File: src/rtl/core/icsm_pkg.sv
// Shared types and constants for the interval clamp, sort and merge core.
`default_nettype none

package icsm_pkg;

	// Width of a clamped time value in microseconds.
	localparam int DUR_BITS = 39;

	// Largest gap between a merged end and the next start that still merges.
	localparam logic [DUR_BITS:0] MERGE_GAP_US = 40'd1000;

	// Depth of the queue between the front and the back.
	localparam int Q_DEPTH = 2;
	localparam int Q_PTR_W = $clog2(Q_DEPTH);

	// Classified segment handed from the front to the back.
	typedef struct packed {
		logic [DUR_BITS-1:0] seg_s;
		logic [DUR_BITS-1:0] seg_e;
		logic                keep;
		logic                last;
	} seg_item_t;

	// One merged result item.
	typedef struct packed {
		logic [DUR_BITS-1:0] res_s;
		logic [DUR_BITS-1:0] res_e;
		logic                last;
		logic                empty;
		logic                ovf;
	} seg_result_t;

	// Back-end sequencer states.
	typedef enum logic [1:0] {
		BK_COLLECT,
		BK_START,
		BK_MERGE
	} bk_state_t;

endpackage

`default_nettype wire

File: src/rtl/core/icsm_front.sv
// Front end: clamps incoming segments and classifies them for the back end.
`default_nettype none

module icsm_front import icsm_pkg::*; #(
	parameter int TIME_BITS = 40
) (
	input  wire logic                        clk,
	input  wire logic                        arst_n,
	input  wire logic                        in_valid,
	output logic                             in_ready,
	input  wire logic signed [TIME_BITS-1:0] in_start,
	input  wire logic signed [TIME_BITS-1:0] in_end,
	input  wire logic                        in_last,
	input  wire logic [DUR_BITS-1:0]         clip_duration,
	output logic                             push_valid,
	output seg_item_t                        push_item,
	input  wire logic                        push_ready
);

	// Compare width wide enough for both the signed time and the duration.
	localparam int CW = (TIME_BITS > DUR_BITS + 1) ? TIME_BITS : DUR_BITS + 1;

	logic                valid_s1;
	logic [DUR_BITS-1:0] start_s1;
	logic [DUR_BITS-1:0] end_s1;
	logic                last_s1;
	logic [DUR_BITS-1:0] start_c;
	logic [DUR_BITS-1:0] end_c;
	logic                keep;
	logic                advance;

	// Clamp a signed time into the range from zero to the duration.
	function automatic logic [DUR_BITS-1:0] clamp_time(
		input logic signed [TIME_BITS-1:0] t,
		input logic [DUR_BITS-1:0]         dur
	);
		logic signed [CW-1:0] tx;
		logic signed [CW-1:0] dx;
		logic [DUR_BITS-1:0]  r;
		tx = CW'(t);
		dx = $signed(CW'(dur));
		if (tx <= $signed(CW'(0))) begin
			r = '0;
		end else if (tx > dx) begin
			r = dur;
		end else begin
			r = tx[DUR_BITS-1:0];
		end
		return r;
	endfunction

	assign start_c = clamp_time(in_start, clip_duration);
	assign end_c   = clamp_time(in_end, clip_duration);

	// A segment survives only if its clamped end lies after its clamped start.
	assign keep = end_s1 > start_s1;

	// Only items that insert a segment or close a batch go to the back end.
	assign push_valid = valid_s1 && (keep || last_s1);
	assign push_item  = '{seg_s: start_s1, seg_e: end_s1, keep: keep, last: last_s1};
	assign advance    = !valid_s1 || !(keep || last_s1) || push_ready;
	assign in_ready   = advance;

	// Stage valid flag.
	always_ff @(posedge clk or negedge arst_n) begin
		if (!arst_n) begin
			valid_s1 <= 1'b0;
		end else if (advance) begin
			valid_s1 <= in_valid;
		end
	end

	// Stage payload.
	always_ff @(posedge clk) begin
		if (advance && in_valid) begin
			start_s1 <= start_c;
			end_s1   <= end_c;
			last_s1  <= in_last;
		end
	end

endmodule

`default_nettype wire

File: config.mk
export PLATFORM = sky130hd
export DESIGN_NAME = icsm_front
export DESIGN_NICKNAME = d
export VERILOG_FILES = /design/src/rtl/core/icsm_pkg.sv /design/src/rtl/core/icsm_front.sv
export SDC_FILE = /design/constraint.sdc
export NUM_CORES = 1
export LEC_CHECK = 0
export BUFFER_PORTS_ARGS = -buffer_cell sky130_fd_sc_hd__buf_2
export CORE_MARGIN = 5
export CORE_UTILIZATION = 45
export DETAILED_ROUTE_END_ITERATION = 6
export HOLD_SLACK_MARGIN = 0.08
export PLACE_DENSITY = 0.79
export SETUP_SLACK_MARGIN = 0.5
export SLEW_MARGIN = 20
export SYNTH_ARGS = -nofsm -noshare
export SYNTH_HDL_FRONTEND = slang
export SYNTH_SLANG_ARGS = --single-unit
File: constraint.sdc
create_clock -name clk -period 4.1 [get_ports clk]
set_clock_uncertainty 0.15 [all_clocks]
set_input_delay 0.82 -clock clk [delete_from_list [all_inputs] [get_ports clk]]
set_output_delay 0.82 -clock clk [all_outputs]
set_load 0.02 [all_outputs]
==> results.md, run 1 <==
- Fill cells: 1407
- Max Transition Viols Final: 0
- Syn Area/Cell: 9.25 sq um
- Via-per-instance ratio: 5.95
- Vias in the first global route: 7071
- CTS Buf Count: 9
- Die Ht: 136 um
- Routed wire length: 23.4 mm
- Tot Pwr: 2760 uW
- Starting DRC count in detailed routing: 535
- TritonCTS clock tree: built
- Total track usage: 0.253
- Power per standard cell area: 309 nW/um^2
- Syn Inst Count: 769
- Most frequent cells in the layout: 202 x buf_2, 126 x nand3_1, 116 x ha_1
- Max-Cap Viols: 0
- CTS max path bufs: 2
- Top cells by area, synth: edfxtp_1 33%, ha_1 21%, nand3_1 8.9%
- Post-synth ARST share: 0.0125
- Rows: 46
- Detailed-route via count: 7131
- Clock transition at path regs: 60 ps
- Setup crit end kind: primary output
- Relative slew slack: 0.407
- Grt total ovfl: 0
- Mapped Area: 7120 sq um
- Largest net degree at the start of global routing: 46
- Ys Warns: 0
- Port Buf Inserts: 205
- # nets final: 1218
- Finish-stage setup viols: 0
- Primary FF master, synth: edfxtp_1
- Number of enable flip-flop cells after synthesis: 79
- DP Area: 8490 sq um
- # H-tree levels: 3
- GP Congestion: 0.911
- Worst vdd ir: 170 uV
- Crit-path max FO: 3
- Initial core utilization: 0.453
- Critical Path Start Type: register
- FMAX: 0.273 GHz
- P&R area growth vs syn: 25.4%
- Sink Count: 80
- Detailed Place HPWL: 18.4 mm
- IO Count: 206
- Top cell type's share of synthesized area: 0.333
- Antenna Cells: 0
- Net Count, Synth: 1010
- Layout cells sized above 1: 0.270
- Sequential fraction of the synthesis area: 0.337
- Initial antenna violation count: 1
- Crit path required time: 3130 ps
- Finished Cell Area: 8930 sq um
- Commonest non-fill, non-tap cell in the layout: buf_2
- Unrepaired setup endpoints after global routing: true
- Flop and latch count out of synthesis: 80
- Antenna Nets Post-Route: 0
- Initial DRT Pass Iterations: 5
- Yosys top cell by area: edfxtp_1
- Die Wd: 136 um
- HP Class: primary input to async pin
- Slew @ Worst Pin: 886 ps
- Final Hold Fails: 0
- Period utilization: 0.895
- Post-Layout Cell Count: 1198
- Root Buffer: clkbuf_16
- Synth cell types: 47
- Die area: 18400 sq um
- Critical path type: register to primary output
- Core Area: 15700 sq um
- Total placed cells including tap cells: 1176
- Global-route wire length before repair: 36.5 mm
- Status: complete, no violations
- WP data arrival: 2700 ps
- Crit path time final: 3670 ps
- Leak: 0.00433 uW
- WL/cell: 19.6 um
- Clock Latency Late Sink: 350 ps
- DR DRC count: 0
- Finished Core Util: 0.568
- Final TNS setup: 0 ps
==> final timing paths <==
kind                              endpoint  slack (ps)  cells after the start        from
worst max register to register  end_s1[24]         880                      9  end_s1[34]
worst min register to register    valid_s1         440                      2     last_s1
worst max-delay path            push_valid         430                      9  end_s1[34]
worst min-delay path              valid_s1          90                      1      arst_n
max in group asynchronous         valid_s1        3620                      1      arst_n
min in group clk                  valid_s1         440                      2     last_s1
==> layout make-up <==
cell class / instances / area, sq um / area share
Clock buffer: 11 / 233 / 0.0261
Clock inverter: 5 / 47.5 / 0.00533
Inverter: 83 / 312 / 0.0349
Multi-Input combinational cell: 568 / 4350 / 0.487
Sequential cell: 80 / 2400 / 0.269
Tap cell: 216 / 270 / 0.0303
Timing Repair Buffer: 235 / 1320 / 0.148
==> synthesized netlist by cell type, types with 2 or more instances <==
| cell type | n |
|---|---|
| nand4b_1 | 2 |
| buf_4 | 4 |
| inv_1 | 83 |
| a31oi_1 | 2 |
| ha_1 | 117 |
| buf_2 | 7 |
| nor3_1 | 3 |
| a21o_1 | 17 |
| a21oi_1 | 43 |
| nor2b_1 | 9 |
| nand3_1 | 127 |
| nand4_1 | 24 |
| mux2i_1 | 39 |
| clkbuf_1 | 25 |
| nor2_1 | 53 |
| edfxtp_1 | 79 |
| nand2_1 | 23 |
| o211ai_1 | 5 |
| nor4_1 | 23 |
| o21a_1 | 2 |
| a211oi_1 | 5 |
| a41o_1 | 3 |
| or4_1 | 2 |
| a32oi_1 | 39 |
| o21ai_0 | 11 |
==> cell families (layout without fill, tap and decap cells) <==
group	count (synthesis)	after routing	share of synthesized area
mux	39	39	0.0549
flops	80	80	0.337
fa+ha+maj	117	117	0.206
simple gates	272	272	0.191
buf+inv	121	334	0.0698
compound gates	140	140	0.142
==> timing repair <==
item	4_1_cts	5_1_grt
gates resized for setup	10	10
cloned	0	0
endpoints found under the setup margin	5	3
hold buffers	0	0
pin swaps	6	1
setup buffers	5	1
==> through the flow <==
stage	setup slack [ps]	hold WS, ps
after CTS	462	83.8
after detailed placement	147	409
after global placement	178	403
after global routing	306	80.0
after floorplan	663	374
final	432	92.2
==> state kept, by name, summed over array words and instances, names as in the netlist <==
name	count
end_s1	39
start_s1	39
last_s1	1
valid_s1	1
==> metal layers <==
layer	vias up	track usage	routed length (um)
met1	3332	0.328	9470
li1	3363	-	-
met3	43	0.0561	2430
met5	-	0	13
met4	2	0.0974	536
met2	391	0.411	11000
==> where the power goes <==
group | internal, uW | switching, uW | total [uW] | leakage (uW)
registers | 1010 | 45.8 | 1060 | 0.000790
logic | 355 | 553 | 908 | 0.00340
clock network | 466 | 329 | 795 | 0.000138
total | 1830 | 927 | 2760 | 0.00433
==> worst max-delay path, stage by stage (launching register included) <==
cell and delay, ps:
edfxtp_1 450, ha_4 300, nand4_1 180, nor4_2 320
buf_4 200, nand3_4 90, or3_4 360, o21a_4 140
o21a_1 180, buf_6 130
(Power assumes the default switching activity.)
==> inputs of run 2 (changes only) <==
--- a/constraint.sdc
+++ b/constraint.sdc
@@ -4,2 +4,2 @@
 set_output_delay 0.82 -clock clk [all_outputs]
-set_load 0.02 [all_outputs]
+set_load 0.005 [all_outputs]
==> run 2 against run 1 <==
Against the previous run: design area fell by 0.35%; setup slack improved by 58 ps; clock power barely moved; largest cell class unchanged.
==> results.md, run 2 (synthesis gave the netlist of run 1 again) <==
- FMAX: 0.277 GHz (+1.6%)
- Gate power share: 0.301 (-0.028)
- Setup crit end kind: primary output
- Antenna Cells: 0 (unchanged)
- Critical Path Start Type: register
- Die area: 18400 sq um (unchanged)
- Final TNS setup: 0 ps (unchanged)
- Max-Cap Viols: 0 (unchanged)
- Global-route wire length before repair: 37.6 mm (+3.0%)
- Biggest regs: end_s1: 39 flops, start_s1: 39 flops
- DR DRC count: 0 (unchanged)
- Status: complete, no violations
- Most common cell on crit path: o21a_1
- Clock transition at path regs: 60 ps (about the same)
- Critical path, cell by cell: ha_4 > nand4_1 > nor4_1 > buf_4 > nand3_4 > or3_4 > o21a_1 > o21a_1 > buf_2
- # H-tree levels: 3 (unchanged)
- Clock Latency Late Sink: 350 ps (about the same)
- Net Sw Power: 844 uW (-9.0%)
- Clock share of power: 0.301 (+0.013)
- Final Hold Fails: 0 (unchanged)
- Initial DRT Pass Iterations: 5 (unchanged)
- Max Transition Viols Final: 0 (unchanged)
- TritonCTS clock tree: built
- Grt total ovfl: 0 (unchanged)
- Die Ht: 136 um (unchanged)
- Crit path time final: 3610 ps (-57.5 ps)
- Unrepaired setup endpoints after global routing: true
- CTS Buf Count: 9 (unchanged)
- Layout cells sized above 1: 0.268 (-0.00196)
- Critical path type: register to primary output
- Leak: 0.00430 uW (-0.57%)
- Core Area: 15700 sq um (unchanged)
- # nets final: 1215 (-0.25%)
- Largest net degree at the start of global routing: 80 (+74%)
- Detailed-route via count: 7134 (+0.042%)
- CP max-delay cell: edfxtp_1
- GP Congestion: 0.926 (+1.7%)
- Via-per-instance ratio: 5.97 (+0.38%)
- Rows: 46 (unchanged)
- Crit-path max FO: 3 (unchanged)
- Detailed Place HPWL: 18.2 mm (-1.1%)
- Most frequent cells in the layout: 205 x buf_2, 126 x nand3_1, 115 x ha_1
- Seq pwr share: 0.399 (+0.016)
- WL/cell: 20.1 um (+3.0%)
- Root Buffer: clkbuf_16
- Crit path required time: 3130 ps (about the same)
- Finish-stage setup viols: 0 (unchanged)
- P&R area growth vs syn: 25.0%
- Initial core utilization: 0.453 (unchanged)
- Vias in the first global route: 7290 (+3.1%)
- IO Count: 206 (unchanged)
- Buf+Inv Stages, Crit Path: 2 (unchanged)
- Sink Count: 80 (unchanged)
- Port Buf Inserts: 205 (unchanged)
- Power per standard cell area: 298 nW/um^2 (-3.5%)
- Finished Core Util: 0.566 (-0.00199)
- Met1 GRT Util: 0.337 (+0.00889)
- Period utilization: 0.881 (-0.0140)
- Worst vdd ir: 189 uV (+12%)
- Total placed cells including tap cells: 1171 (-0.43%)
- Internal: 1810 uW (-1.2%)
- CTS max path bufs: 2 (unchanged)
- Antenna Nets Post-Route: 0 (unchanged)
- Sw Ratio: 0.318 (-0.0181)
- Gr busiest metal: met2
- WP data arrival: 2640 ps (-60 ps)
- Initial antenna violation count: 2 (+1)
- Relative slew slack: 0.317 (-0.0899)
- Routed wire length: 24.1 mm (+2.6%)
- Starting DRC count in detailed routing: 501 (-6.4%)
- Die Wd: 136 um (unchanged)
- Slowest stage delay, CP: 440 ps (about the same)
- HP Class: register to register
- Slew @ Worst Pin: 1020 ps (+134 ps)
- Met2 Use GR: 0.434 (+0.0230)
- GRT met3 Usage: 0.0505 (-0.00557)
- Post-Layout Cell Count: 1194 (-0.33%)
- Commonest non-fill, non-tap cell in the layout: buf_2
- Total track usage: 0.261 (+0.00835)
- Top Family by Delay on Critical Path: simple AND/OR/NAND/NOR gates
[run 2: metal layers]
metal / share of wire / wire, um / up-vias
met5: 0.00075 / 18 / -
li1: - / - / 3354
met2: 0.47 / 11200 / 356
met1: 0.43 / 10200 / 3363
met3: 0.079 / 1910 / 57
met4: 0.028 / 683 / 4
[run 2: timing repair]
item	CTS	global route
gates resized for setup	11	3
pin swaps	8	5
endpoints found under the setup margin	3	28
hold buffers	1	0
hold endpoints to repair	1	0
buffers inserted	5	1
[run 2: worst paths after layout]
check                            from      endpoint  slack, ps  cells after the start
min reg2reg                   last_s1      valid_s1        430                      2
max reg2reg                end_s1[34]  start_s1[23]        920                      9
min                           last_s1      valid_s1        430                      2
min in group asynchronous      arst_n      valid_s1        640                      2
max                        end_s1[34]    push_valid        490                      9
max in group asynchronous      arst_n      valid_s1       3080                      2
[run 2: worst min-delay path: stages (launching register included)]
cell and delay [ps]:
edfxtp_1 370, nand2_1 90, nand3b_1 80
[run 2: through the flow]
stage                     cell area, sq um  hold WS [ps]  setup WS (ps)  power, uW
after floorplan                       7120           372            608       1510
after detailed placement              8460           420            219       1840
after global placement                8460           403            228       1820
final                                 8890           433            490       2650
after CTS                             8850           433            498       2650
after global routing                  8890           490            363       2800
[run 2: area by class of cell]
cell class	count	area [sq um]
Timing Repair Buffer	232	1290
Inverter	83	312
Sequential cell	80	2400
Clock inverter	6	51.3
Multi-Input combinational cell	568	4350
Tap cell	216	270
Clock buffer	9	225
Fill cell	1436	6820
[run 2: power groups by stage]
stage,Sequential [uW],Clock (uW),Combinational [uW]
floorplan,1080,0,431
global placement,1070,0,745
detailed placement,1070,0,769
CTS,1060,805,792
global route,1070,840,896
finish,1060,798,798
==> inputs of run 3 (changes only) <==
CORE_UTILIZATION = 48   (was 45)
PLACE_DENSITY = 0.83   (was 0.79)
==> run 3 against run 2 <==
Against the previous run: sequential share of layout area up 0.10 points; clock power down 7.1%; critical path depth unchanged; worst hold slack worse by 340 ps; sequential cell count unchanged; combinational power up 0.6%; register-to-register slack better by 30 ps; wire length down 2.4%; largest cell class unchanged; largest power group unchanged.
==> results.md, run 3 (synthesis gave the netlist of run 1 again) <==
- Status: complete, no violations
- Port Buf Inserts: 205 (unchanged)
- Max Transition Viols Final: 0 (unchanged)
- Setup crit end kind: primary output
- Die Ht: 132 um (-2.9%)
- Gate power share: 0.309 (+0.008)
- Sw Ratio: 0.314 (-0.00397)
- Finished Core Util: 0.610 (+0.0436)
- Final TNS setup: 0 ps (unchanged)
- Die area: 17400 sq um (-5.8%)
- Pre-CTS WS: -43.6 ps (-262 ps)
- Antenna Nets Post-Route: 0 (unchanged)
- Slew @ Worst Pin: 752 ps (-268 ps)
- Rows: 44 (-4.3%)
- Detailed Place HPWL: 18.1 mm (-0.68%)
- Starting DRC count in detailed routing: 728 (+45%)
- Power per standard cell area: 294 nW/um^2 (-1.6%)
- Global-route wire length before repair: 37.3 mm (-0.92%)
- Crit-path max FO: 3 (unchanged)
- Sink Count: 80 (unchanged)
- Via-per-instance ratio: 6.08 (+1.8%)
- Net Sw Power: 817 uW (-3.2%)
- CTS max path bufs: 2 (unchanged)
- Reg2Reg Launch Point: end_s1[38]
- HP Class: primary input to async pin
- Internal: 1780 uW (-1.4%)
- Initial core utilization: 0.490 (+0.0367)
- Max-Cap Viols: 0 (unchanged)
- Clock transition at path regs: 60 ps (about the same)
- GP Congestion: 0.900 (-2.8%)
- Fill cells: 1267 (-12%)
- Most frequent cells in the layout: 205 x buf_2, 126 x nand3_1, 113 x ha_1
- IO Count: 206 (unchanged)
- Vias in the first global route: 7340 (+0.69%)
- Crit path required time: 3130 ps (about the same)
- Reg2Reg Depth: 9 (unchanged)
- Worst vdd ir: 189 uV (about the same)
- Root Buffer: clkbuf_16
- Storage cell area: 2400 sq um (unchanged)
- Largest net degree at the start of global routing: 80 (unchanged)
- # H-tree levels: 3 (unchanged)
- WL/cell: 20.1 um (-0.11%)
- Routed wire length: 23.5 mm (-2.4%)
- Final Hold Fails: 0 (unchanged)
- Die Wd: 132 um (-2.9%)
- Unrepaired setup endpoints after global routing: true
- Biggest regs: end_s1: 39 flops, start_s1: 39 flops
- Leak: 0.00430 uW (about the same)
- Critical Path Start Type: register
- Total track usage: 0.263 (+0.00215)
- Initial DRT Pass Iterations: 6 (+1)
- DR DRC count: 0 (unchanged)
- Crit path time final: 3620 ps (+6.44 ps)
- Multi-input logic area: 4360 sq um (+0.32%)
- Min Hold Slack: 91.3 ps (-342 ps)
- Commonest non-fill, non-tap cell in the layout: buf_2
- Core Area: 14500 sq um (-7.5%)
- P&R area growth vs syn: 24.5%
- Reg2reg end: end_s1[22]
- TritonCTS clock tree: built
- Period utilization: 0.882 (+0.00157)
- Layout cells sized above 1: 0.272 (+0.00400)
- Seq pwr share: 0.406 (+0.007)
- Critical path type: register to primary output
- Grt total ovfl: 0 (unchanged)
- Relative slew slack: 0.498 (+0.181)
- # nets final: 1218 (+0.25%)
- Clock share of power: 0.285 (-0.016)
- Detailed-route via count: 7100 (-0.48%)
- Clock Latency Late Sink: 340 ps (about the same)
- FMAX: 0.276 GHz (-0.18%)
- WP data arrival: 2650 ps (about the same)
- FF-to-FF setup slack: 950 ps (+30 ps)
- Finish-stage setup viols: 0 (unchanged)
- Final worst setup slack: 483 ps (-6.44 ps)
- CTS Buf Count: 9 (unchanged)
- Initial antenna violation count: 2 (unchanged)
-- run 3: cell types whose count changed in the layout (fill, tap and decap cells not counted), moves of 2 or more --
cell	before	now
buf_4	20	26
clkbuf_1	0	5
clkinv_1	3	0
ha_4	2	4
ha_1	115	113
-- run 3: per-layer routing --
layer  vias to the layer above  wire, um  track usage
met5                         -        23            0
met3                        55      2320       0.0718
met2                       400     11200        0.441
met4                         4       587       0.0863
met1                      3285      9320        0.329
li1                       3356         -            -
-- run 3: critical path, stage by stage (launching register included) --
cell,delay (ps)
edfxtp_1,430
ha_4,300
nand4_1,200
nor4_2,310
buf_4,190
nand3_4,90
or3_4,360
o21a_1,140
o21a_1,170
buf_2,120
-- run 3: worst max path at each step --
stage | to | startpoint
2_1_floorplan | end_s1[0] | end_s1[38]
3_3_place_gp | start_s1[31] | clip_duration[29]
3_5_place_dp | start_s1[24] | clip_duration[31]
4_1_cts | in_ready | end_s1[33]
5_1_grt | push_valid | end_s1[38]
6_report | push_valid | end_s1[38]
-- run 3: layout make-up --
| class | count | area share |
|---|---|---|
| Antenna cell | 1 | 0.000282 |
| Clock buffer | 15 | 0.0291 |
| Clock inverter | 1 | 0.000565 |
| Inverter | 83 | 0.0352 |
| Multi-Input combinational cell | 568 | 0.493 |
| Sequential cell | 80 | 0.271 |
| Tap cell | 184 | 0.0260 |
| Timing Repair Buffer | 235 | 0.146 |
-- run 3: power by group through the flow --
stage / Sequential [uW] / Combinational [uW] / Clock [uW]
2_1_floorplan: 1080 / 431 / 0
3_3_place_gp: 1070 / 744 / 0
3_5_place_dp: 1070 / 771 / 0
4_1_cts: 1060 / 791 / 743
5_1_grt: 1070 / 899 / 780
6_report: 1060 / 803 / 741
-- run 3: what timing repair did --
action                                  CTS  global route
hold buffers                              0             0
gates cloned                              0             0
endpoints found under the setup margin   29             3
pin swaps                                 7             5
setup buffers                             6             2
gates resized for setup                   8             8
-- run 3: metrics by stage --
stage | instance area (sq um) | total power (uW) | cells
floorplan | 7120 | 1510 | 769
global placement | 8430 | 1810 | 1142
detailed placement | 8430 | 1840 | 1142
CTS | 8800 | 2590 | 1164
global route | 8860 | 2750 | 1166
finish | 8860 | 2600 | 1167
