--- src/rtl/core/icsm_pkg.sv ---
// Shared types and constants for the interval clamp, sort and merge core.
`default_nettype none

package icsm_pkg;

	// Width of a clamped time value in microseconds.
	localparam int DUR_BITS = 39;

	// Largest gap between a merged end and the next start that still merges.
	localparam logic [DUR_BITS:0] MERGE_GAP_US = 40'd1000;

	// Depth of the queue between the front and the back.
	localparam int Q_DEPTH = 2;
	localparam int Q_PTR_W = $clog2(Q_DEPTH);

	// Classified segment handed from the front to the back.
	typedef struct packed {
		logic [DUR_BITS-1:0] seg_s;
		logic [DUR_BITS-1:0] seg_e;
		logic                keep;
		logic                last;
	} seg_item_t;

	// One merged result item.
	typedef struct packed {
		logic [DUR_BITS-1:0] res_s;
		logic [DUR_BITS-1:0] res_e;
		logic                last;
		logic                empty;
		logic                ovf;
	} seg_result_t;

	// Back-end sequencer states.
	typedef enum logic [1:0] {
		BK_COLLECT,
		BK_START,
		BK_MERGE
	} bk_state_t;

endpackage

`default_nettype wire

--- src/rtl/core/icsm_queue.sv ---
// Short queue that decouples the front end from the back end.
`default_nettype none

module icsm_queue import icsm_pkg::*; (
	input  wire logic       clk,
	input  wire logic       arst_n,
	input  wire logic       wr_valid,
	output logic            wr_ready,
	input  wire seg_item_t  wr_item,
	output logic            rd_valid,
	input  wire logic       rd_pop,
	output seg_item_t       rd_item
);

	seg_item_t            slots_q [Q_DEPTH];
	logic [Q_PTR_W-1:0]   wr_ptr_q;
	logic [Q_PTR_W-1:0]   rd_ptr_q;
	logic [Q_PTR_W:0]     fill_q;
	logic                 do_wr;
	logic                 do_rd;

	assign wr_ready = fill_q != (Q_PTR_W + 1)'(Q_DEPTH);
	assign rd_valid = fill_q != '0;
	assign rd_item  = slots_q[rd_ptr_q];
	assign do_wr    = wr_valid && wr_ready;
	assign do_rd    = rd_pop && rd_valid;

	// Pointers and fill level.
	always_ff @(posedge clk or negedge arst_n) begin
		if (!arst_n) begin
			wr_ptr_q <= '0;
			rd_ptr_q <= '0;
			fill_q   <= '0;
		end else begin
			if (do_wr) begin
				wr_ptr_q <= wr_ptr_q + 1'b1;
			end
			if (do_rd) begin
				rd_ptr_q <= rd_ptr_q + 1'b1;
			end
			if (do_wr && !do_rd) begin
				fill_q <= fill_q + 1'b1;
			end else if (do_rd && !do_wr) begin
				fill_q <= fill_q - 1'b1;
			end
		end
	end

	// Slot storage.
	always_ff @(posedge clk) begin
		if (do_wr) begin
			slots_q[wr_ptr_q] <= wr_item;
		end
	end

endmodule

`default_nettype wire

--- config.mk ---
export PLATFORM = sky130hd
export DESIGN_NAME = icsm_queue
export DESIGN_NICKNAME = d
export VERILOG_FILES = /design/src/rtl/core/icsm_pkg.sv /design/src/rtl/core/icsm_queue.sv
export SDC_FILE = /design/constraint.sdc
export NUM_CORES = 1
export LEC_CHECK = 0
export BUFFER_PORTS_ARGS = -buffer_cell sky130_fd_sc_hd__buf_4
export CELL_PAD_IN_SITES_DETAIL_PLACEMENT = 1
export CELL_PAD_IN_SITES_GLOBAL_PLACEMENT = 2
export CORE_UTILIZATION = 32
export DETAILED_ROUTE_END_ITERATION = 6
export GPL_TIMING_DRIVEN = 0
export PLACE_DENSITY = 0.7
export REMOVE_ABC_BUFFERS = 1
export SYNTH_ARGS = -nofsm -noshare
export SYNTH_HDL_FRONTEND = slang
export SYNTH_SLANG_ARGS = --single-unit
--- constraint.sdc ---
create_clock -name clk -period 11.7 [get_ports clk]
set_input_delay 1.755 -clock clk [delete_from_list [all_inputs] [get_ports clk]]
set_output_delay 1.755 -clock clk [all_outputs]
set_load 0.02 [all_outputs]
==> metrics.md, run 1 <==
| Metric | Value |
|---|---|
| Status | `finished, final reports clean` |
| Post-route setup TNS | `0 ps` |
| Seq cells post-synth | `164` |
| Post-synth top area cell | `edfxtp_1` |
| I/O pin count | `166` |
| Max-slew violations | `0` |
| Maxcap violations | `0` |
| TritonRoute pass-1 iters | `4` |
| Syn_area_per_cell | `23.8 um2` |
| Crit-path max FO | `47` |
| Die area | `20500 um2` |
| Worst hold path type | `flip-flop to flip-flop` |
| ANT cells | `0` |
| CP Launch Type | `flip-flop` |
| Hold-fix buffers at CTS | `0` |
| Setup Crit Path Kind | `flip-flop to primary output` |
| Wire per inst | `16.4 um` |
| Crit-path cells | `buf_16 -> mux2_2 -> buf_4` |
| First-pass GRT wire length | `17.9 mm` |
| WL final | `11.9 mm` |
| Die H | `143 um` |
| Worst vdd ir | `106 uV` |
| RSZ-0062 raised after global routing | `no` |
| Critical Path RT | `9950 ps` |
| # clock sinks | `164` |
| Row count | `51` |
| Post-Route Skew | `7.72 ps` |
| Yosys warning count | `0` |
| Residual DRC count | `0` |
| Number of vias per cell | `4.23` |
| P_leak | `3.33 nW` |
| CTS Buf Count | `17` |
| Least-Margin Pin Slew | `719 ps` |
| Fraction of layout cells with a size suffix above 1 | `60.7%` |
| Post-synth top area share | `75.5%` |
| Worst path bufs/invs | `2` |
| Area delta synth->final | `32.3%` |
| Die width | `143 um` |
| Clock root buffer | `clkbuf_16` |
| Top Family by Delay on Critical Path | `flip-flops` |
| Clock Path Buffers | `2` |
| Critical path's slowest cell | `dfrtp_4` |
| Gr usage total | `11.8%` |
| Buffers on Ports | `165` |
| Rel. slew slack | `52.0%` |
| F_max | `252 MHz` |
| Pwr dens | `260 nW/um2` |
| Seq/Total Area, Yosys | `77.0%` |
| # setup viols final | `0` |
| Final Hold Vio Count | `0` |
| Final min period | `3970 ps` |
| Vias in the first global route | `3436` |
| Gpl congestion | `0.634` |
| Clk pin slew, worst setup/hold paths | `60 ps` |
| Grt total ovfl | `0` |
| Filler instances | `1881` |
| Initial antenna violation count | `0` |
| Placed cells | `693` |
| CP peak stage delay | `880 ps` |
| Core area | `19500 um2` |
| Cell Area, Synth | `6370 um2` |
| Cell count after synthesis | `267` |
| Vias | `3059` |
| Post-DP HPWL | `8.04 mm` |
| Layout Nets | `532` |
| CP Data Arrival Time | `2220 ps` |
| Period utilization | `33.9%` |
| Ranking of synthesized cells by area | `edfxtp_1 75%, mux2_4 19%, buf_12 2.5%` |
| Distinct cell type count after synthesis | `15` |
| TritonCTS clock tree | `done` |
| Setup repair bufs after CTS | `0` |
| Largest net degree at the start of global routing | `48` |
| H-tree depth | `4` |
| Worst skew pair latency | `400 ps` |
| Endpoint type of the worst setup path | `primary output` |
| Finished Layout Cells | `723` |
| Post_cts resized | `0` |
| Initial Util | `32.7%` |
| 1st-iter DRT viols | `133` |
| DRT antenna net count | `0` |
==> power breakdown <==
group	total [mW]	internal (mW)	switching [mW]
sequential	0.874	0.804	0.0699
clock	0.498	0.288	0.210
combinational	0.820	0.421	0.399
total	2.19	1.51	0.679
==> state kept, by name (all words and copies together), names as in the netlist <==
name	flops
wr_ptr_q	1
fill_q	2
rd_ptr_q	1
slots_q	160
==> per-stage QoR <==
step / power, mW / hold slack [ps] / area, um2 / util (%) / worst slack [ps]
2_1_floorplan: 1.44 / 456 / 6200 / - / 5990
4_1_cts: 2.23 / 521 / 8430 / 43.3 / 7650
3_5_place_dp: 1.73 / 504 / 7910 / 40.6 / 8100
3_3_place_gp: 1.78 / 476 / 7770 / 39.9 / 3650
5_1_grt: 2.30 / 537 / 8430 / 43.3 / 7590
6_report: 2.19 / 516 / 8430 / 43.3 / 7730
==> layout by cell type (no fill, tap or decap), types with 2 or more instances in the layout <==
cell | Yosys | final
buf_16 | 0 | 3
xnor2_1 | 3 | 3
clkinv_1 | 0 | 3
clkbuf_16 | 0 | 17
clkbuf_1 | 0 | 2
xor2_1 | 2 | 2
edfxtp_1 | 160 | 160
nand2_1 | 2 | 2
buf_4 | 0 | 165
clkinv_2 | 0 | 3
buf_12 | 8 | 2
clkinvlp_4 | 0 | 2
dfrtp_1 | 4 | 3
mux2_4 | 79 | 79
==> synth_stat cells, drive strengths merged <==
| cell type | count |
|---|---|
| and3 | 1 |
| buf | 9 |
| dfrtp | 4 |
| edfxtp | 160 |
| ha | 1 |
| inv | 1 |
| mux2 | 80 |
| nand2 | 2 |
| nand2b | 1 |
| nor2 | 2 |
| or2 | 1 |
| xnor2 | 3 |
| xor2 | 2 |
==> worst paths after layout <==
path	end	slack (ps)	from	cells past startpoint
max in group asynchronous	rd_ptr_q$_DFFE_PN0P_	10440	arst_n	1
min reg2reg	fill_q[1]$_DFFE_PN0P_	520	fill_q[1]$_DFFE_PN0P_	1
max	rd_item[59]	7730	rd_ptr_q$_DFFE_PN0P_	3
max reg2reg	slots_q[0][54]$_DFFE_PP_	9800	fill_q[0]$_DFFE_PN0P_	5
min	fill_q[1]$_DFFE_PN0P_	520	fill_q[1]$_DFFE_PN0P_	1
min in group asynchronous	wr_ptr_q$_DFFE_PN0P_	1140	arst_n	1
==> layout make-up <==
cell class,instances,area (um2),area share [%]
Sequential cell,164,4910,58.2
Clock inverter,11,88.8,1.05
Clock buffer,19,433,5.14
Multi-Input combinational cell,93,1300,15.4
Tap cell,265,332,3.93
Timing Repair Buffer,170,1360,16.2
Inverter,1,3.75,0.0445
==> cells by family (layout without fill, tap and decap cells) <==
logic type / after synthesis / in the layout / share of synthesized area, %
buf+inv: 10 / 201 / 2.75
flops: 164 / 164 / 77.0
xor+xnor: 5 / 5 / 0.688
mux: 80 / 80 / 18.8
simple gates: 7 / 7 / 0.531
fa+ha+maj: 1 / 1 / 0.196
==> routing by layer <==
layer  up-vias  wire [um]  track usage [%]
li1       1414          -                -
met1      1544       4840             13.2
met2        96       6220             21.0
met3         5        720             4.39
met4         0         89             3.06
met5         -          0                0
Power figures use the tool's default switching activity.
==> run 2, diff against run 1 <==
clock period = 4.07 ns   (was 11.7 ns; I/O delays follow)
==> run 2 against run 1 <==
  * Wire length grew 0.22%
  * Final cell count up 0.14%
  * Worst setup slack got worse by 6500 ps
  * Utilization up 0.051 points
  * Clock power rose to 2.9 times the previous value
  * Non-clock buffer count grew 1
  * Hold slack got worse by 130 ps
  * Global-route usage hardly changed
  * Cell area increased by 0.12%
  * Clock-buffer cell count is the same
  * Total power grew to 2.9 times the previous value
  * First-iteration DRC count fell by 12%
  * Critical path type unchanged
==> metrics.md, run 2 (synthesized netlist as in run 1, its figures left out) <==
| Metric | Value |
|---|---|
| DRT antenna net count | `0 (unchanged)` |
| Grt total ovfl | `0 (unchanged)` |
| Endpoint type of the worst setup path | `primary output` |
| Die width | `143 um (unchanged)` |
| Worst R2R Start | `fill_q[0]$_DFFE_PN0P_` |
| Layout Nets | `533 (+0.19%)` |
| WHS Path Cells | `1 (unchanged)` |
| Pwr dens | `747 nW/um2 (+190%)` |
| Setup Crit Path Kind | `flip-flop to primary output` |
| Top Family by Delay on Critical Path | `flip-flops` |
| Commonest non-fill, non-tap cell in the layout | `buf_4` |
| Post-route setup TNS | `0 ps (unchanged)` |
| Gpl congestion | `0.634 (unchanged)` |
| Final min period | `2830 ps` |
| Met3 usage | `4.36% (-0.034 points)` |
| Least-Margin Pin Slew | `722 ps (+2.16 ps)` |
| Final Hold Vio Count | `0 (unchanged)` |
| Critical Path RT | `3460 ps (-6490 ps)` |
| Critical path's slowest cell | `dfrtp_4` |
| Top Registers | `slots_q: 160 flops, fill_q: 2 flops` |
| ANT cells | `0 (unchanged)` |
| Largest register FFs | `160 (unchanged)` |
| WHS Endpoint | `slots_q[1][25]$_DFFE_PP_` |
| # setup viols final | `0 (unchanged)` |
| TritonCTS clock tree | `done` |
| Worst hold path type | `primary input to flip-flop` |
| Crit-path max FO | `47 (unchanged)` |
| Util after Layout | `43.3% (+0.051 points)` |
| WL final | `11.9 mm (+0.22%)` |
| Most flop-heavy register | `slots_q` |
| Clock Path Buffers | `2 (unchanged)` |
| # clock sinks | `164 (unchanged)` |
| Post-DP HPWL | `8.04 mm (unchanged)` |
| FF-to-FF End | `slots_q[0][54]$_DFFE_PP_` |
| Clk pin slew, worst setup/hold paths | `60 ps (about the same)` |
| Hold-fix buffers at CTS | `1 (+1)` |
| Crit-path cells | `buf_16 -> mux2_2 -> buf_4` |
| Die H | `143 um (unchanged)` |
| Worst skew pair latency | `400 ps (about the same)` |
| Buffers on Ports | `165 (unchanged)` |
| Maxcap violations | `0 (unchanged)` |
| CP peak stage delay | `880 ps (about the same)` |
| Grt met1 use | `13.2% (+0.022 points)` |
| Commonest cells after routing, fill and taps aside | `165 x buf_4, 160 x edfxtp_1, 79 x mux2_4` |
| Clock root buffer | `clkbuf_16` |
| Met2 Use GR | `21.1% (+0.10 points)` |
| Row count | `51 (unchanged)` |
| CP Data Arrival Time | `2220 ps (about the same)` |
| Hold path startpoint | `wr_item[25]` |
| R2R setup slack | `2170 ps (-7630 ps)` |
| TritonRoute pass-1 iters | `4 (unchanged)` |
| H-tree depth | `4 (unchanged)` |
| Setup repair bufs after CTS | `0 (unchanged)` |
| Residual DRC count | `0 (unchanged)` |
| RSZ-0062 raised after global routing | `no` |
| Period utilization | `69.5%` |
| Rel. slew slack | `51.9% (-0.14 points)` |
| Gr usage total | `11.8% (+0.029 points)` |
| Worst vdd ir | `304 uV (+190%)` |
| Reg2reg path depth | `5 (unchanged)` |
| Status | `finished, final reports clean` |
| First-pass GRT wire length | `17.9 mm (+0.27%)` |
| Wire per inst | `16.4 um (about the same)` |
| Max-slew violations | `0 (unchanged)` |
| Fraction of layout cells with a size suffix above 1 | `60.6% (-0.13 points)` |
| Post-Route Skew | `7.75 ps (+0.0269 ps)` |
| 1st-iter DRT viols | `117 (-12%)` |
| I/O pin count | `166 (unchanged)` |
| CP Launch Type | `flip-flop` |
| Core area | `19500 um2 (unchanged)` |
| Worst path bufs/invs | `2 (unchanged)` |
| CTS Buf Count | `17 (unchanged)` |
| Busiest metal layer after global routing | `met2` |
| P_leak | `3.33 nW (+0.13%)` |
| Largest net degree at the start of global routing | `48 (unchanged)` |
| F_max | `354 MHz` |
| Initial Util | `32.7% (unchanged)` |
| Vias in the first global route | `3441 (+0.15%)` |
| Number of vias per cell | `4.23 (about the same)` |
| Area delta synth->final | `32.5%` |
| Post_cts resized | `0 (unchanged)` |
| Vias | `3064 (+0.16%)` |
| Filler instances | `1880 (-0.053%)` |
| Die area | `20500 um2 (unchanged)` |
| Initial antenna violation count | `0 (unchanged)` |
run 2: through the flow:
stage               worst slack [ps]  instance area (um2)  hold slack [ps]  instances  power [mW]
CTS                             1170                 8440              368        724        6.42
global route                    1100                 8440              363        724        6.60
floorplan                       -584                 6200              315        258        4.14
finish                          1240                 8440              389        724        6.30
global placement               -2830                 7770              408        688        5.11
detailed placement              1610                 7910              414        693        4.97
run 2: final cells by class:
type | instances | area, um2 | share of cell area, %
clock buffer | 19 | 433 | 5.13
timing repair buffer | 171 | 1370 | 16.3
sequential | 164 | 4910 | 58.2
multi-input combinational | 93 | 1300 | 15.4
clock inverter | 11 | 88.8 | 1.05
inverter | 1 | 3.75 | 0.0445
tap | 265 | 332 | 3.93
run 2: worst max-delay path by stage:
stage	from	end	slack (ps)	cells past startpoint
after detailed placement	rd_ptr_q$_DFFE_PN0P_	rd_item[59]	1610	3
after global routing	rd_ptr_q$_DFFE_PN0P_	rd_item[59]	1100	3
after floorplan	fill_q[0]$_DFFE_PN0P_	slots_q[0][0]$_DFFE_PP_	-580	3
final	rd_ptr_q$_DFFE_PN0P_	rd_item[59]	1240	3
after global placement	wr_valid	slots_q[0][43]$_DFFE_PP_	-2830	3
after CTS	rd_ptr_q$_DFFE_PN0P_	rd_item[59]	1170	3
run 2: where the power goes:
group | leakage (nW) | switching (mW) | internal, mW
Sequential | 1.53 | 0.201 | 2.31
Combinational | 1.55 | 1.15 | 1.21
Clock | 0.251 | 0.604 | 0.828
run 2: routing by layer:
metal	part of all wire, %	vias to the layer above
li1	-	1416
met1	41	1547
met2	53	96
met3	6.0	5
met4	0.75	0
met5	0	-
run 2: worst register-to-register path, cell delays in order (launching register included):
cell,delay [ps]
dfrtp_1,410
nand2b_1,180
nand2_1,140
nor2_4,440
buf_12,250
buf_16,180
==> run 3, diff against run 2 <==
PLACE_DENSITY = 0.73   (was 0.7)
clock period = 2.5 ns   (was 4.07 ns; I/O delays follow)
==> run 3 against run 2 <==
  * First-iteration DRC count down 50%
  * Largest cell class unchanged
  * Cell area rose by 1.3%
  * Register-to-register slack worse by 1700 ps
  * Worst setup slack got worse by 850 ps
  * Sequential share of layout area decreased by 0.74 points
  * Critical endpoint unchanged
  * Highest routed layer unchanged
  * Combinational power grew 73%
  * Final cell count up 0.83%
  * Total power up 68%
  * Hold slack got worse by 250 ps
==> metrics.md, run 3 (synthesized netlist as in run 1, its figures left out) <==
| Metric | Value |
|---|---|
| Gr usage total | `12.2% (+0.32 points)` |
| Commonest cells after routing, fill and taps aside | `168 x buf_4, 160 x edfxtp_1, 79 x mux2_4` |
| Critical Path RT | `2120 ps (-1340 ps)` |
| Worst skew pair latency | `410 ps (about the same)` |
| F_max | `476 MHz` |
| Pwr Total | `10.6 mW (+68%)` |
| I/O pin count | `166 (unchanged)` |
| CP Data Arrival Time | `1730 ps (-490 ps)` |
| Largest net degree at the start of global routing | `48 (unchanged)` |
| Least-Margin Pin Slew | `636 ps (-85.6 ps)` |
| Layout Nets | `537 (+0.75%)` |
| Post_cts resized | `0 (unchanged)` |
| Die width | `143 um (unchanged)` |
| Worst hold path type | `primary input to flip-flop` |
| Wire per inst | `16.5 um (+0.44%)` |
| Largest register FFs | `160 (unchanged)` |
| Clock root buffer | `clkbuf_16` |
| CP peak stage delay | `450 ps (-430 ps)` |
| RSZ-0062 raised after global routing | `no` |
| Max-slew violations | `0 (unchanged)` |
| Initial Util | `32.7% (unchanged)` |
| Final Hold Vio Count | `0 (unchanged)` |
| First-pass GRT wire length | `18.2 mm (+1.2%)` |
| Core area | `19500 um2 (unchanged)` |
| WL final | `12.0 mm (+1.3%)` |
| Initial antenna violation count | `0 (unchanged)` |
| Area delta synth->final | `34.2%` |
| Number of vias per cell | `4.16 (-1.6%)` |
| Buffers on Ports | `165 (unchanged)` |
| Vias | `3039 (-0.82%)` |
| Reg2reg path depth | `5 (unchanged)` |
| R2R setup slack | `520 ps (-1650 ps)` |
| 1st-iter DRT viols | `59 (-50%)` |
| Final min period | `2100 ps` |
| Clk pin slew, worst setup/hold paths | `60 ps (about the same)` |
| Period utilization | `84.1%` |
| Pwr dens | `1240 nW/um2 (+66%)` |
| Rel. slew slack | `57.5% (+5.6 points)` |
| CP Launch Type | `flip-flop` |
| Top Registers | `slots_q: 160 flops, fill_q: 2 flops` |
| TritonRoute pass-1 iters | `4 (unchanged)` |
| H-tree depth | `4 (unchanged)` |
| # setup viols final | `0 (unchanged)` |
| # clock sinks | `164 (unchanged)` |
| Most flop-heavy register | `slots_q` |
| P_leak | `3.38 nW (+1.4%)` |
| Setup Crit Path Kind | `flip-flop to primary output` |
| Residual DRC count | `0 (unchanged)` |
| Fraction of layout cells with a size suffix above 1 | `61.7% (+1.2 points)` |
| Die H | `143 um (unchanged)` |
| Die area | `20500 um2 (unchanged)` |
| Row count | `51 (unchanged)` |
| Vias in the first global route | `3399 (-1.2%)` |
| Crit-path cells | `buf_16 -> mux2_2 -> buf_4` |
| Hold path startpoint | `wr_item[74]` |
| Commonest non-fill, non-tap cell in the layout | `buf_4` |
| WHS Path Cells | `1 (unchanged)` |
| Endpoint type of the worst setup path | `primary output` |
| FF-to-FF End | `slots_q[0][71]$_DFFE_PP_` |
| Maxcap violations | `0 (unchanged)` |
| Gpl congestion | `0.666 (+5.1%)` |
| TritonCTS clock tree | `done` |
| CTS Buf Count | `17 (unchanged)` |
| Grt total ovfl | `0 (unchanged)` |
| Post-Route Skew | `7.68 ps (-0.0724 ps)` |
| Status | `finished, final reports clean` |
| Worst R2R Start | `fill_q[0]$_DFFE_PN0P_` |
| Clock Path Buffers | `2 (unchanged)` |
| Crit-path max FO | `47 (unchanged)` |
| WHS Endpoint | `slots_q[0][74]$_DFFE_PP_` |
| Post-DP HPWL | `8.13 mm (+1.1%)` |
| Worst path bufs/invs | `2 (unchanged)` |
| DRT antenna net count | `0 (unchanged)` |
| Worst vdd ir | `585 uV (+92%)` |
| Critical path's slowest cell | `dfrtp_4` |
| ANT cells | `0 (unchanged)` |
| Post-route setup TNS | `0 ps (unchanged)` |
| Top Family by Delay on Critical Path | `buffers and inverters` |
## run 3: cell count changes in the layout (fill, tap and decap cells not counted), sizes merged
cell      before  now
inv            2    5
clkinvlp       2    4
clkinv         7    3
buf          170  174
bufinv         1    2
## run 3: where the power goes
| group | switching, mW | internal, mW | leakage (nW) |
|---|---|---|---|
| clock | 1.05 | 1.48 | 0.271 |
| sequential | 0.177 | 3.76 | 1.53 |
| combinational | 2.05 | 2.03 | 1.58 |
| total | 3.28 | 7.28 | 3.38 |
## run 3: final cells by class
class,instances,area [um2]
multi-input cells,93,1300
flip-flops and latches,164,4910
repair buffers,175,1420
inverters,1,3.75
well taps,265,332
clock buffers,19,433
fillers,1887,10900
clock inverters,13,148
## run 3: what timing repair did
item,4_1_cts,5_1_grt
setup endpoints to repair,47,1
buffers inserted,1,3
pin swaps,0,0
hold buffers,1,0
hold endpoints to repair,4,0
## run 3: per-layer routing
metal	share of wire (%)	global-route usage, %	vias up
met4	1.2	5.09	0
met1	40	13.7	1502
met3	7.5	4.80	11
met5	0	0	-
li1	-	-	1426
met2	51	20.4	100
## run 3: per-stage QoR
stage / utilization, % / std cells / worst slack (ps) / hold slack, ps / instance area (um2)
finish: 43.9 / 730 / 397 / 143 / 8550
global placement: 39.9 / 688 / -4220 / 171 / 7770
detailed placement: 40.7 / 693 / 244 / 175 / 7910
CTS: 43.8 / 727 / 9.45 / 118 / 8520
global route: 43.9 / 730 / 327 / 123 / 8550
floorplan: - / 258 / -2150 / 79.4 / 6200
## run 3: worst register-to-register path, stage by stage (launching register included)
cell,delay (ps)
dfrtp_1,400
nand2b_1,180
nand2_1,150
nor2_4,520
buf_16,250
buf_16,180
## run 3: worst max path at each step
stage / start / end / cells past startpoint / slack [ps]
2_1_floorplan: fill_q[0]$_DFFE_PN0P_ / slots_q[0][0]$_DFFE_PP_ / 3 / -2150
3_3_place_gp: fill_q[0]$_DFFE_PN0P_ / slots_q[0][12]$_DFFE_PP_ / 3 / -4220
3_5_place_dp: rd_ptr_q$_DFFE_PN0P_ / rd_item[59] / 3 / 240
4_1_cts: rd_ptr_q$_DFFE_PN0P_ / rd_item[59] / 3 / 9
5_1_grt: rd_ptr_q$_DFFE_PN0P_ / rd_item[59] / 3 / 330
6_report: rd_ptr_q$_DFFE_PN0P_ / rd_item[59] / 3 / 400
